--- config.mk ---
export PLATFORM = sky130hd
export DESIGN_NAME = reverse_reachability_bfs_unit_flat
export DESIGN_NICKNAME = d
export VERILOG_FILES = /design/src/rrb_pkg.sv /design/src/rrb_if.sv /design/src/rrb_out_q.sv /design/src/reverse_reachability_bfs_unit.sv /design/src/flat_wrapper.sv
export SDC_FILE = /design/constraint.sdc
export NUM_CORES = 2
export LEC_CHECK = 0
export BUFFER_PORTS_ARGS = -buffer_cell sky130_fd_sc_hd__buf_2
export CORE_MARGIN = 2
export CORE_UTILIZATION = 57
export CTS_CLUSTER_DIAMETER = 150
export DETAILED_ROUTE_END_ITERATION = 7
export GPL_TIMING_DRIVEN = 0
export PLACE_DENSITY = 0.85
export REMOVE_ABC_BUFFERS = 1
export SYNTH_ARGS = -nofsm -noshare
export SYNTH_HDL_FRONTEND = slang
export SYNTH_SLANG_ARGS = --single-unit
--- constraint.sdc ---
create_clock -name clk -period 6 [get_ports clk]
set_input_delay 0.3 -clock clk [delete_from_list [all_inputs] [get_ports clk]]
set_output_delay 0.3 -clock clk [all_outputs]
set_load 0.05 [all_outputs]
--- src/rrb_pkg.sv ---
// shared codes and types of the reverse reachability search unit
package rrb_pkg;

  localparam int FIELD_W = 6;

  localparam logic [1:0] OP_CLEAR = 2'd0;
  localparam logic [1:0] OP_ADD   = 2'd1;
  localparam logic [1:0] OP_QUERY = 2'd2;

  localparam logic [2:0] ST_DONE  = 3'd0;
  localparam logic [2:0] ST_FULL  = 3'd1;
  localparam logic [2:0] ST_RANGE = 3'd2;
  localparam logic [2:0] ST_REACH = 3'd3;
  localparam logic [2:0] ST_NONE  = 3'd4;

  localparam logic [2:0] CFG_ADDR_VC = 3'd0;
  localparam logic [6:0] VC_RESET    = 7'd64;

  typedef struct packed {
    logic [2:0]         status;
    logic [FIELD_W-1:0] vertex;
    logic               last;
  } res_t;

endpackage

--- src/rrb_if.sv ---
// valid/ready channel interfaces for command and result beats
interface rrb_in_if;
  logic       valid;
  logic       ready;
  logic [1:0] operation;
  logic [5:0] from_vertex;
  logic [5:0] to_vertex;

  modport source (output valid, output operation, output from_vertex, output to_vertex,
                  input ready);
  modport sink (input valid, input operation, input from_vertex, input to_vertex,
                output ready);
endinterface

interface rrb_out_if;
  logic       valid;
  logic       ready;
  logic [2:0] status;
  logic [5:0] vertex;
  logic       last;

  modport source (output valid, output status, output vertex, output last, input ready);
  modport sink (input valid, input status, input vertex, input last, output ready);
endinterface

--- src/rrb_out_q.sv ---
// two-entry result queue driving the result channel
module rrb_out_q
  import rrb_pkg::*;
(
  input  logic       clk,
  input  logic       rst_n,
  input  logic       push_valid,
  input  res_t       push_data,
  output logic       full,
  rrb_out_if.source  out_ch
);

  logic [1:0] cnt_r, cnt_nxt;
  res_t       slot0_r, slot1_r;
  logic       pop;

  assign pop          = out_ch.valid && out_ch.ready;
  assign full         = (cnt_r == 2'd2);
  assign out_ch.valid = (cnt_r != 2'd0);
  assign out_ch.status = slot0_r.status;
  assign out_ch.vertex = slot0_r.vertex;
  assign out_ch.last   = slot0_r.last;

  always_comb begin
    cnt_nxt = cnt_r;
    if (push_valid && !pop) begin
      cnt_nxt = cnt_r + 2'd1;
    end else if (pop && !push_valid) begin
      cnt_nxt = cnt_r - 2'd1;
    end
  end

  always_ff @(posedge clk) begin
    if (!rst_n) begin
      cnt_r <= 2'd0;
    end else begin
      cnt_r <= cnt_nxt;
    end
  end

  // head always sits in slot0
  always_ff @(posedge clk) begin
    if (pop) begin
      slot0_r <= (push_valid && cnt_r == 2'd1) ? push_data : slot1_r;
      if (push_valid && cnt_r == 2'd2) begin
        slot1_r <= push_data;
      end
    end else if (push_valid) begin
      if (cnt_r == 2'd0) begin
        slot0_r <= push_data;
      end else begin
        slot1_r <= push_data;
      end
    end
  end

endmodule

--- src/reverse_reachability_bfs_unit.sv ---
// top level of the reverse reachability search unit: edge store, search sequencer, apb register
//
//  channel   dir   handshake              beat contents
//  in_ch     in    valid/ready            operation, from_vertex, to_vertex
//  out_ch    out   valid/ready            status, vertex, last
//  apb       in    psel/penable, pready   vertex_count at byte address 0
//
// clear and add-edge results land in a two-entry output queue
// a query restarts a breadth-first walk from each source vertex; every dequeued vertex
// sweeps the edge memory once through its single read port
// rst_n is synchronous; the edge store holds no reset, only its fill count is cleared
// a full output queue stalls the sequencer where it has a result to push, and holds in_ch.ready low
module reverse_reachability_bfs_unit
  import rrb_pkg::*;
#(
  parameter int MAX_VERTICES = 64,
  parameter int MAX_EDGES    = 256
) (
  input  logic        clk,
  input  logic        rst_n,
  rrb_in_if.sink      in_ch,
  rrb_out_if.source   out_ch,
  input  logic        psel,
  input  logic        penable,
  input  logic        pwrite,
  input  logic [2:0]  paddr,
  input  logic [31:0] pwdata,
  output logic [31:0] prdata,
  output logic        pready
);

  // vertices actually addressable: the vertex fields are six bits wide
  localparam int VMAX = (MAX_VERTICES < 64) ? MAX_VERTICES : 64;
  localparam int VW   = $clog2(VMAX);
  localparam int CW   = $clog2(MAX_EDGES + 1);
  localparam int EW   = (MAX_EDGES > 1) ? $clog2(MAX_EDGES) : 1;

  localparam logic [2:0] S_IDLE  = 3'd0;
  localparam logic [2:0] S_INIT  = 3'd1;
  localparam logic [2:0] S_POP   = 3'd2;
  localparam logic [2:0] S_SCAN  = 3'd3;
  localparam logic [2:0] S_CHECK = 3'd4;
  localparam logic [2:0] S_FIN   = 3'd5;

  logic [2:0]      state_r, state_nxt;
  logic [6:0]      vc_r;
  logic [CW-1:0]   edges_r, edges_nxt;
  logic [VMAX-1:0] visited_r, visited_nxt;
  logic [VW-1:0]   k_r, k_nxt;
  logic [VW:0]     head_r, head_nxt;
  logic [VW:0]     tail_r, tail_nxt;
  logic [CW-1:0]   issue_r, issue_nxt;
  logic            dv_r, dv_nxt;
  logic [5:0]      to_r, to_nxt;
  logic [VW-1:0]   pend_r, pend_nxt;
  logic            has_pend_r, has_pend_nxt;

  // edge memory: {source, target}
  logic [11:0]     edge_mem [MAX_EDGES];
  logic [11:0]     e_rd_r;
  logic            e_we, e_re;
  logic [EW-1:0]   e_raddr;

  // frontier queue memory
  logic [VW-1:0]   q_mem [VMAX];
  logic [VW-1:0]   q_rd_r;
  logic            q_we, q_re;
  logic [VW-1:0]   q_waddr, q_raddr, q_wdata;

  logic [6:0]      cnt_eff;
  logic            in_acc;
  logic            push_valid;
  res_t            push_data;
  logic            q_full;
  logic            k_last;
  logic [5:0]      e_src, e_tgt;
  logic            cfg_wr;

  // apb register
  assign pready = 1'b1;
  assign cfg_wr = psel && penable && pwrite && (paddr == CFG_ADDR_VC);
  assign prdata = (paddr == CFG_ADDR_VC) ? {25'd0, vc_r} : 32'd0;

  always_ff @(posedge clk) begin
    if (!rst_n) begin
      vc_r <= VC_RESET;
    end else if (cfg_wr) begin
      vc_r <= pwdata[6:0];
    end
  end

  assign cnt_eff     = (vc_r > 7'(VMAX)) ? 7'(VMAX) : vc_r;
  assign in_ch.ready = (state_r == S_IDLE) && !q_full;
  assign in_acc      = in_ch.valid && in_ch.ready;
  assign k_last      = ((7'(k_r) + 7'd1) == cnt_eff);
  assign e_src       = e_rd_r[11:6];
  assign e_tgt       = e_rd_r[5:0];

  always_comb begin
    state_nxt    = state_r;
    edges_nxt    = edges_r;
    visited_nxt  = visited_r;
    k_nxt        = k_r;
    head_nxt     = head_r;
    tail_nxt     = tail_r;
    issue_nxt    = issue_r;
    dv_nxt       = dv_r;
    to_nxt       = to_r;
    pend_nxt     = pend_r;
    has_pend_nxt = has_pend_r;
    e_we         = 1'b0;
    e_re         = 1'b0;
    e_raddr      = issue_r[EW-1:0];
    q_we         = 1'b0;
    q_re         = 1'b0;
    q_waddr      = tail_r[VW-1:0];
    q_wdata      = k_r;
    q_raddr      = head_r[VW-1:0];
    push_valid   = 1'b0;
    push_data    = '{status: ST_DONE, vertex: '0, last: 1'b1};

    unique case (state_r)
      S_IDLE: begin
        if (in_acc) begin
          case (in_ch.operation)
            OP_CLEAR: begin
              edges_nxt  = '0;
              push_valid = 1'b1;
            end
            OP_ADD: begin
              push_valid = 1'b1;
              if ({1'b0, in_ch.from_vertex} >= cnt_eff ||
                  {1'b0, in_ch.to_vertex} >= cnt_eff) begin
                push_data.status = ST_RANGE;
              end else if (edges_r == CW'(MAX_EDGES)) begin
                push_data.status = ST_FULL;
              end else begin
                e_we      = 1'b1;
                edges_nxt = edges_r + CW'(1);
              end
            end
            OP_QUERY: begin
              if ({1'b0, in_ch.to_vertex} >= cnt_eff) begin
                push_valid       = 1'b1;
                push_data.status = ST_RANGE;
              end else begin
                to_nxt       = in_ch.to_vertex;
                k_nxt        = '0;
                has_pend_nxt = 1'b0;
                state_nxt    = S_INIT;
              end
            end
            default: begin
              // unused operation code gives no result
            end
          endcase
        end
      end

      S_INIT: begin
        if (6'(k_r) == to_r) begin
          if (k_last) begin
            state_nxt = S_FIN;
          end else begin
            k_nxt = k_r + VW'(1);
          end
        end else begin
          visited_nxt      = '0;
          visited_nxt[k_r] = 1'b1;
          q_we             = 1'b1;
          q_waddr          = '0;
          q_wdata          = k_r;
          head_nxt         = '0;
          tail_nxt         = (VW+1)'(1);
          state_nxt        = S_POP;
        end
      end

      S_POP: begin
        if (head_r == tail_r) begin
          state_nxt = S_CHECK;
        end else begin
          q_re      = 1'b1;
          head_nxt  = head_r + (VW+1)'(1);
          issue_nxt = '0;
          dv_nxt    = 1'b0;
          state_nxt = S_SCAN;
        end
      end

      S_SCAN: begin
        // each edge read is compared in the cycle after it is issued
        dv_nxt = 1'b0;
        if (issue_r < edges_r) begin
          e_re      = 1'b1;
          issue_nxt = issue_r + CW'(1);
          dv_nxt    = 1'b1;
        end
        if (dv_r && e_src == 6'(q_rd_r) && {1'b0, e_tgt} < cnt_eff &&
            !visited_r[e_tgt[VW-1:0]]) begin
          visited_nxt[e_tgt[VW-1:0]] = 1'b1;
          q_we     = 1'b1;
          q_wdata  = e_tgt[VW-1:0];
          tail_nxt = tail_r + (VW+1)'(1);
        end
        if (!(issue_r < edges_r) && !dv_r) begin
          state_nxt = S_POP;
        end
      end

      S_CHECK: begin
        // a reaching vertex is held back until we know whether it is the last one
        if (!(visited_r[to_r[VW-1:0]] && has_pend_r && q_full)) begin
          if (visited_r[to_r[VW-1:0]]) begin
            if (has_pend_r) begin
              push_valid = 1'b1;
              push_data  = '{status: ST_REACH, vertex: 6'(pend_r), last: 1'b0};
            end
            pend_nxt     = k_r;
            has_pend_nxt = 1'b1;
          end
          if (k_last) begin
            state_nxt = S_FIN;
          end else begin
            k_nxt     = k_r + VW'(1);
            state_nxt = S_INIT;
          end
        end
      end

      S_FIN: begin
        if (!q_full) begin
          push_valid = 1'b1;
          if (has_pend_r) begin
            push_data = '{status: ST_REACH, vertex: 6'(pend_r), last: 1'b1};
          end else begin
            push_data = '{status: ST_NONE, vertex: '0, last: 1'b1};
          end
          visited_nxt = '0;
          state_nxt   = S_IDLE;
        end
      end

      default: begin
        state_nxt = S_IDLE;
      end
    endcase
  end

  always_ff @(posedge clk) begin
    if (!rst_n) begin
      state_r    <= S_IDLE;
      edges_r    <= '0;
      visited_r  <= '0;
      has_pend_r <= 1'b0;
      dv_r       <= 1'b0;
      head_r     <= '0;
      tail_r     <= '0;
    end else begin
      state_r    <= state_nxt;
      edges_r    <= edges_nxt;
      visited_r  <= visited_nxt;
      has_pend_r <= has_pend_nxt;
      dv_r       <= dv_nxt;
      head_r     <= head_nxt;
      tail_r     <= tail_nxt;
    end
  end

  always_ff @(posedge clk) begin
    k_r     <= k_nxt;
    issue_r <= issue_nxt;
    to_r    <= to_nxt;
    pend_r  <= pend_nxt;
  end

  always_ff @(posedge clk) begin
    if (e_we) begin
      edge_mem[edges_r[EW-1:0]] <= {in_ch.from_vertex, in_ch.to_vertex};
    end
    if (e_re) begin
      e_rd_r <= edge_mem[e_raddr];
    end
  end

  always_ff @(posedge clk) begin
    if (q_we) begin
      q_mem[q_waddr] <= q_wdata;
    end
    if (q_re) begin
      q_rd_r <= q_mem[q_raddr];
    end
  end

  rrb_out_q u_out_q (
    .clk        (clk),
    .rst_n      (rst_n),
    .push_valid (push_valid),
    .push_data  (push_data),
    .full       (q_full),
    .out_ch     (out_ch)
  );

`ifndef SYNTHESIS
  a_edges_bound: assert property (@(posedge clk) disable iff (!rst_n)
    edges_r <= CW'(MAX_EDGES))
    else $error("edge fill count beyond store depth");

  a_no_push_full: assert property (@(posedge clk) disable iff (!rst_n)
    push_valid |-> !q_full)
    else $error("result pushed into full output queue");

  a_tail_bound: assert property (@(posedge clk) disable iff (!rst_n)
    (state_r == S_SCAN || state_r == S_POP) |-> (7'(tail_r) <= cnt_eff))
    else $error("frontier queue grew past vertex count");

  a_head_tail: assert property (@(posedge clk) disable iff (!rst_n)
    (state_r == S_SCAN) |-> (head_r <= tail_r && head_r != '0))
    else $error("frontier head passed tail");
`endif

endmodule
--- src/flat_wrapper.sv ---
// flat-port wrapper written by rule: the top's interface ports become plain ports
module reverse_reachability_bfs_unit_flat import rrb_pkg::*;
#(
  parameter int MAX_VERTICES = 64,
  parameter int MAX_EDGES    = 256
)
  (clk, rst_n, psel, penable, pwrite, paddr, pwdata, prdata, pready, in_ch_valid, in_ch_operation, in_ch_from_vertex, in_ch_to_vertex, in_ch_ready, out_ch_valid, out_ch_status, out_ch_vertex, out_ch_last, out_ch_ready);
  rrb_in_if in_ch_i ();
  rrb_out_if out_ch_i ();
  input  logic clk;
  input  logic rst_n;
  input  logic psel;
  input  logic penable;
  input  logic pwrite;
  input  logic [2:0] paddr;
  input  logic [31:0] pwdata;
  output logic [31:0] prdata;
  output logic pready;
  input wire logic [$bits(in_ch_i.valid)-1:0] in_ch_valid;
  input wire logic [$bits(in_ch_i.operation)-1:0] in_ch_operation;
  input wire logic [$bits(in_ch_i.from_vertex)-1:0] in_ch_from_vertex;
  input wire logic [$bits(in_ch_i.to_vertex)-1:0] in_ch_to_vertex;
  output wire logic [$bits(in_ch_i.ready)-1:0] in_ch_ready;
  output wire logic [$bits(out_ch_i.valid)-1:0] out_ch_valid;
  output wire logic [$bits(out_ch_i.status)-1:0] out_ch_status;
  output wire logic [$bits(out_ch_i.vertex)-1:0] out_ch_vertex;
  output wire logic [$bits(out_ch_i.last)-1:0] out_ch_last;
  input wire logic [$bits(out_ch_i.ready)-1:0] out_ch_ready;
  assign in_ch_i.valid = in_ch_valid;
  assign in_ch_i.operation = in_ch_operation;
  assign in_ch_i.from_vertex = in_ch_from_vertex;
  assign in_ch_i.to_vertex = in_ch_to_vertex;
  assign in_ch_ready = in_ch_i.ready;
  assign out_ch_valid = out_ch_i.valid;
  assign out_ch_status = out_ch_i.status;
  assign out_ch_vertex = out_ch_i.vertex;
  assign out_ch_last = out_ch_i.last;
  assign out_ch_i.ready = out_ch_ready;
  reverse_reachability_bfs_unit #(.MAX_VERTICES(MAX_VERTICES), .MAX_EDGES(MAX_EDGES)) u_core (.clk(clk), .rst_n(rst_n), .in_ch(in_ch_i), .out_ch(out_ch_i), .psel(psel), .penable(penable), .pwrite(pwrite), .paddr(paddr), .pwdata(pwdata), .prdata(prdata), .pready(pready));
endmodule
==> results.py <==
metrics = {
    "timing": {
        "grt_setup_unrepaired": "yes",
        "finClkSkew_ns": 0.0856,
        "maxSlewViolCount": 2,
        "final_period_minus_worst_setup_slack_ns": 6.32,
        "worst_slack_ns": -0.324,
        "maxSlewHeadroom_pct": -1.84,
        "timing.final.hold_violations": 0,
        "timing_worst_slew_pin_value_ns": 1.52,
        "fmax_mhz": 158,
        "finalSetupViolCount": 164,
        "final.period_utilization_pct": 105,
    },
    "worst_setup_path": {
        "worstPathMaxFanout": 19,
        "timing.critical_path.arrival_ns": 6.90,
        "critPathMostFrequentCell": "sky130_fd_sc_hd__buf_16",
        "worst_setup_path_start_kind": "flip-flop",
        "worst_path_max_delay_cell": "sky130_fd_sc_hd__o21ai_0",
        "critPathCaptureType": "flip-flop",
        "worst-endpoint-required_ns": 6.57,
        "criticalPathCategory": "flip-flop to flip-flop",
        "count_of_buffer_and_inverter_cells_on_the_critical_path": 8,
        "critPathMaxStageDelay_ns": 1.19,
        "series_of_cell_instances_along_the_critical_path": "buf_16 -> buf_16 -> buf_16 -> buf_16 -> buf_16 -> buf_16 -> buf_16 -> buf_16 -> mux4_2 -> mux4_2 -> mux2i_1 -> o21ai_1 -> o21ai_0 -> o21ai_0",
        "top_family_by_delay_on_critical_path": "compound AO/OA/AOI/OAI gates",
    },
    "logic_synthesis": {
        "async_flop_share_pct": 0,
        "syn-mean-instance-area_um2": 21.6,
        "ys_ff_latch": 3622,
        "ys_flop_type": "sky130_fd_sc_hd__edfxtp_1",
        "synth_cell_types": 83,
        "synth.cell_area_um2": 143000,
        "syn-instance-count": 6636,
        "share_of_synthesized_area_occupied_by_flip_flops_and_latches_pct": 75.2,
        "synth_edf_count": 3521,
        "yosys_warnings": 0,
    },
    "layout": {
        "syn2layout_area_growth_pct": 14.5,
        "nets": 6997,
        "fillCellCount": 14108,
        "drive_above_1_share_pct": 29.4,
        "final_cell_mix": "sky130_fd_sc_hd__edfxtp_1, sky130_fd_sc_hd__mux4_2, sky130_fd_sc_hd__clkbuf_16, sky130_fd_sc_hd__nor2_1, sky130_fd_sc_hd__buf_16",
        "finish.utilization_pct": 65.4,
        "layout.cells.most_common": "sky130_fd_sc_hd__edfxtp_1",
    },
    "cts": {
        "ctsRootBufferMaster": "sky130_fd_sc_hd__clkbuf_16",
        "tritoncts": "built",
        "worst_setup_hold_path_clk_slew_ns": 0.07,
        "cts_buffer_depth": 4,
        "clock_insertion_delay_worst_skew_ns": 1.01,
        "cts.htree.levels": 5,
        "numCtsBuffers": 360,
        "clkSinkCount": 3622,
    },
    "die": {
        "ioPinCount": 101,
        "chipWidth_um": 505,
        "design.die.area_um2": 255000,
        "starting_density_of_the_core_pct": 57.1,
        "die_height_um": 505,
        "core_area_um2": 251000,
        "num_rows": 184,
    },
    "place": {
        "place_ws_ns": -0.622,
        "place.gp.congestion": 0.911,
        "place.port_buffers": 49,
        "dp.final_hpwl_um": 243000,
    },
    "grt": {
        "grt_start_max_net_pins": 170,
        "grtUsageTotal_pct": 36.2,
        "antenna_found_initial": 55,
        "gr-total-overflow": 0,
        "global_route_wire_length_before_repair_um": 642000,
        "grt_pass1_vias": 79067,
    },
    "routing": {
        "drc": 175,
        "wire_per_inst_um": 43.9,
        "via_count": 80648,
        "final_wirelength_um": 463000,
        "drt-pass1-iter-count": 8,
        "route.antenna.remaining_nets": 0,
        "routed_via_density": 7.65,
        "detail_route.iter0.violations": 16018,
    },
    "worst_hold_path": {
        "hp_class": "input pin to flip-flop",
    },
    "run_status": {
        "status": "finished, violations left",
        "violated_checks": "design-rule violations, max-capacitance violations, max-slew violations, negative setup slack",
    },
    "power_and_ir_drop": {
        "power_density_nw_per_um2": 328,
        "p_leak_nw": 49.5,
        "vdd_drop_max_mv": 0.376,
    },
    "run": {
        "number_of_max_cap_violations": 4,
    },
}
==> synth_stat cells, drive strengths merged (8+ instances only) <==
cell type  number  area, um^2
nand3b          9        67.6
nor3           32         160
buf           184         980
nand2b         24         150
mux4         1109       25000
edfxtp       3521      106000
and2           21         131
a21oi          94         474
ha             41         513
a22oi          20         150
nor2          389        1480
and3            8        50.1
mux2i          83         831
nand2         152         571
xor2           17         149
nand3          46         255
nor2b          31         194
dfxtp         101        2020
nor4           10        62.6
o21ai         117         586
o22ai          72         457
or2             9        56.3
nand4          78         494
or3            17         106
inv            28         108
clkbuf        257         976
a221oi         14         123
mux2           27         304
xnor2          28         245
==> worst reg2reg max path, cell delays in order (launching register included) <==
cell and delay (ns):
sky130_fd_sc_hd__edfxtp_1 1.00, sky130_fd_sc_hd__buf_16 0.27, sky130_fd_sc_hd__buf_16 0.20, sky130_fd_sc_hd__buf_16 0.22, sky130_fd_sc_hd__buf_16 0.25, sky130_fd_sc_hd__buf_16 0.22, sky130_fd_sc_hd__buf_16 0.21, sky130_fd_sc_hd__buf_16 0.22
sky130_fd_sc_hd__buf_16 0.20, sky130_fd_sc_hd__mux4_2 0.32, sky130_fd_sc_hd__mux4_2 0.36, sky130_fd_sc_hd__mux2i_1 0.16, sky130_fd_sc_hd__o21ai_1 0.84, sky130_fd_sc_hd__o21ai_0 0.26, sky130_fd_sc_hd__o21ai_0 1.19
==> cells by family (layout without fill, tap and decap cells) <==
family | after synthesis | count (layout) | synth area share, %
xor+xnor | 45 | 45 | 0.275
flops | 3622 | 3622 | 75.2
fa+ha+maj | 41 | 41 | 0.358
compound gates | 388 | 388 | 1.67
simple gates | 849 | 849 | 2.77
other cells | 2 | 49 | 0.00524
mux | 1219 | 1219 | 18.2
buf+inv | 470 | 978 | 1.44
==> area by class of cell <==
class / count / area [um^2] / area share, %
clock buffers: 430 / 9440 / 5.75
diodes: 23 / 57.6 / 0.0351
inverters: 29 / 111 / 0.0679
repair buffers: 319 / 6360 / 3.88
multi-input cells: 2568 / 34000 / 20.7
clock inverters: 200 / 2140 / 1.31
well taps: 3348 / 4190 / 2.55
flip-flops and latches: 3622 / 108000 / 65.7
==> registers in the layout, summed over array words and instances (netlist names) <==
signal / cells
u_core.pend_r: 6
u_core.to_r: 6
u_core.u_out_q.out_ch.status: 3
u_core.u_out_q.cnt_r: 2
u_core.edges_r: 9
u_core.dv_r: 1
u_core.q_rd_r: 6
u_core.e_rd_r: 12
u_core.u_out_q.out_ch.last: 1
u_core.k_r: 6
u_core.state_r: 3
u_core.head_r: 7
u_core.visited_r: 64
u_core.q_mem: 384
u_core.u_out_q.out_ch.vertex: 6
u_core.u_out_q.slot1_r: 10
u_core.has_pend_r: 1
u_core.vc_r: 7
u_core.tail_r: 7
u_core.edge_mem: 3072
u_core.issue_r: 9
==> per-stage QoR <==
| step | instance area, um^2 | hold slack, ns | setup TNS (ns) | std cells | total power, mW |
|---|---|---|---|---|---|
| 6_report | 164000 | 0.0419 | -17.83 | 10539 | 53.9 |
| 5_1_grt | 164000 | 0.0828 | -11.37 | 10518 | 54.5 |
| 4_1_cts | 164000 | 0.0207 | 0 | 10501 | 53.6 |
| 3_5_place_dp | 152000 | 0.489 | -604.98 | 9833 | 30.9 |
| 3_3_place_gp | 146000 | 0.473 | - | 9616 | 30.9 |
| 2_1_floorplan | 141000 | 0.362 | -1138.63 | 6219 | 29.9 |
==> where the power goes <==
group	total (mW)	internal [mW]	switching, mW	leakage, nW
Sequential	28.2	28.1	0.154	32.5
Combinational	2.26	0.553	1.71	11.4
Clock	23.3	13.0	10.3	5.62
Total	53.9	41.7	12.2	49.5
==> metal layers <==
metal	GRT usage, %	wire (um)	part of all wire (%)	vias to the layer above
met5	0.169	360	0.078	-
met4	24.9	42900	9.3	48
met3	12.4	64600	14	2469
met2	56.0	216000	47	9042
met1	42.9	139000	30	40695
li1	-	-	-	28394
==> worst paths after layout <==
kind                                           from                         to  slack (ns)  cells past startpoint
worst min-delay path             in_ch_operation[0]  u_core.u_out_q.slot1_r[7]        0.04                      4
worst max register to register    u_core.issue_r[1]          u_core.e_rd_r[11]       -0.32                     14
worst max-delay path              u_core.issue_r[1]          u_core.e_rd_r[11]       -0.32                     14
worst min register to register  u_core.visited_r[5]        u_core.visited_r[5]        0.50                      2
==> repair_timing <==
item	4_1_cts	5_1_grt
pin swaps	0	3
setup buffers	1	5
endpoints found under the hold margin	620	0
setup endpoints to repair	224	1403
resized for setup	6	93
hold buffers	37	0
Power figures use the tool's default switching activity.
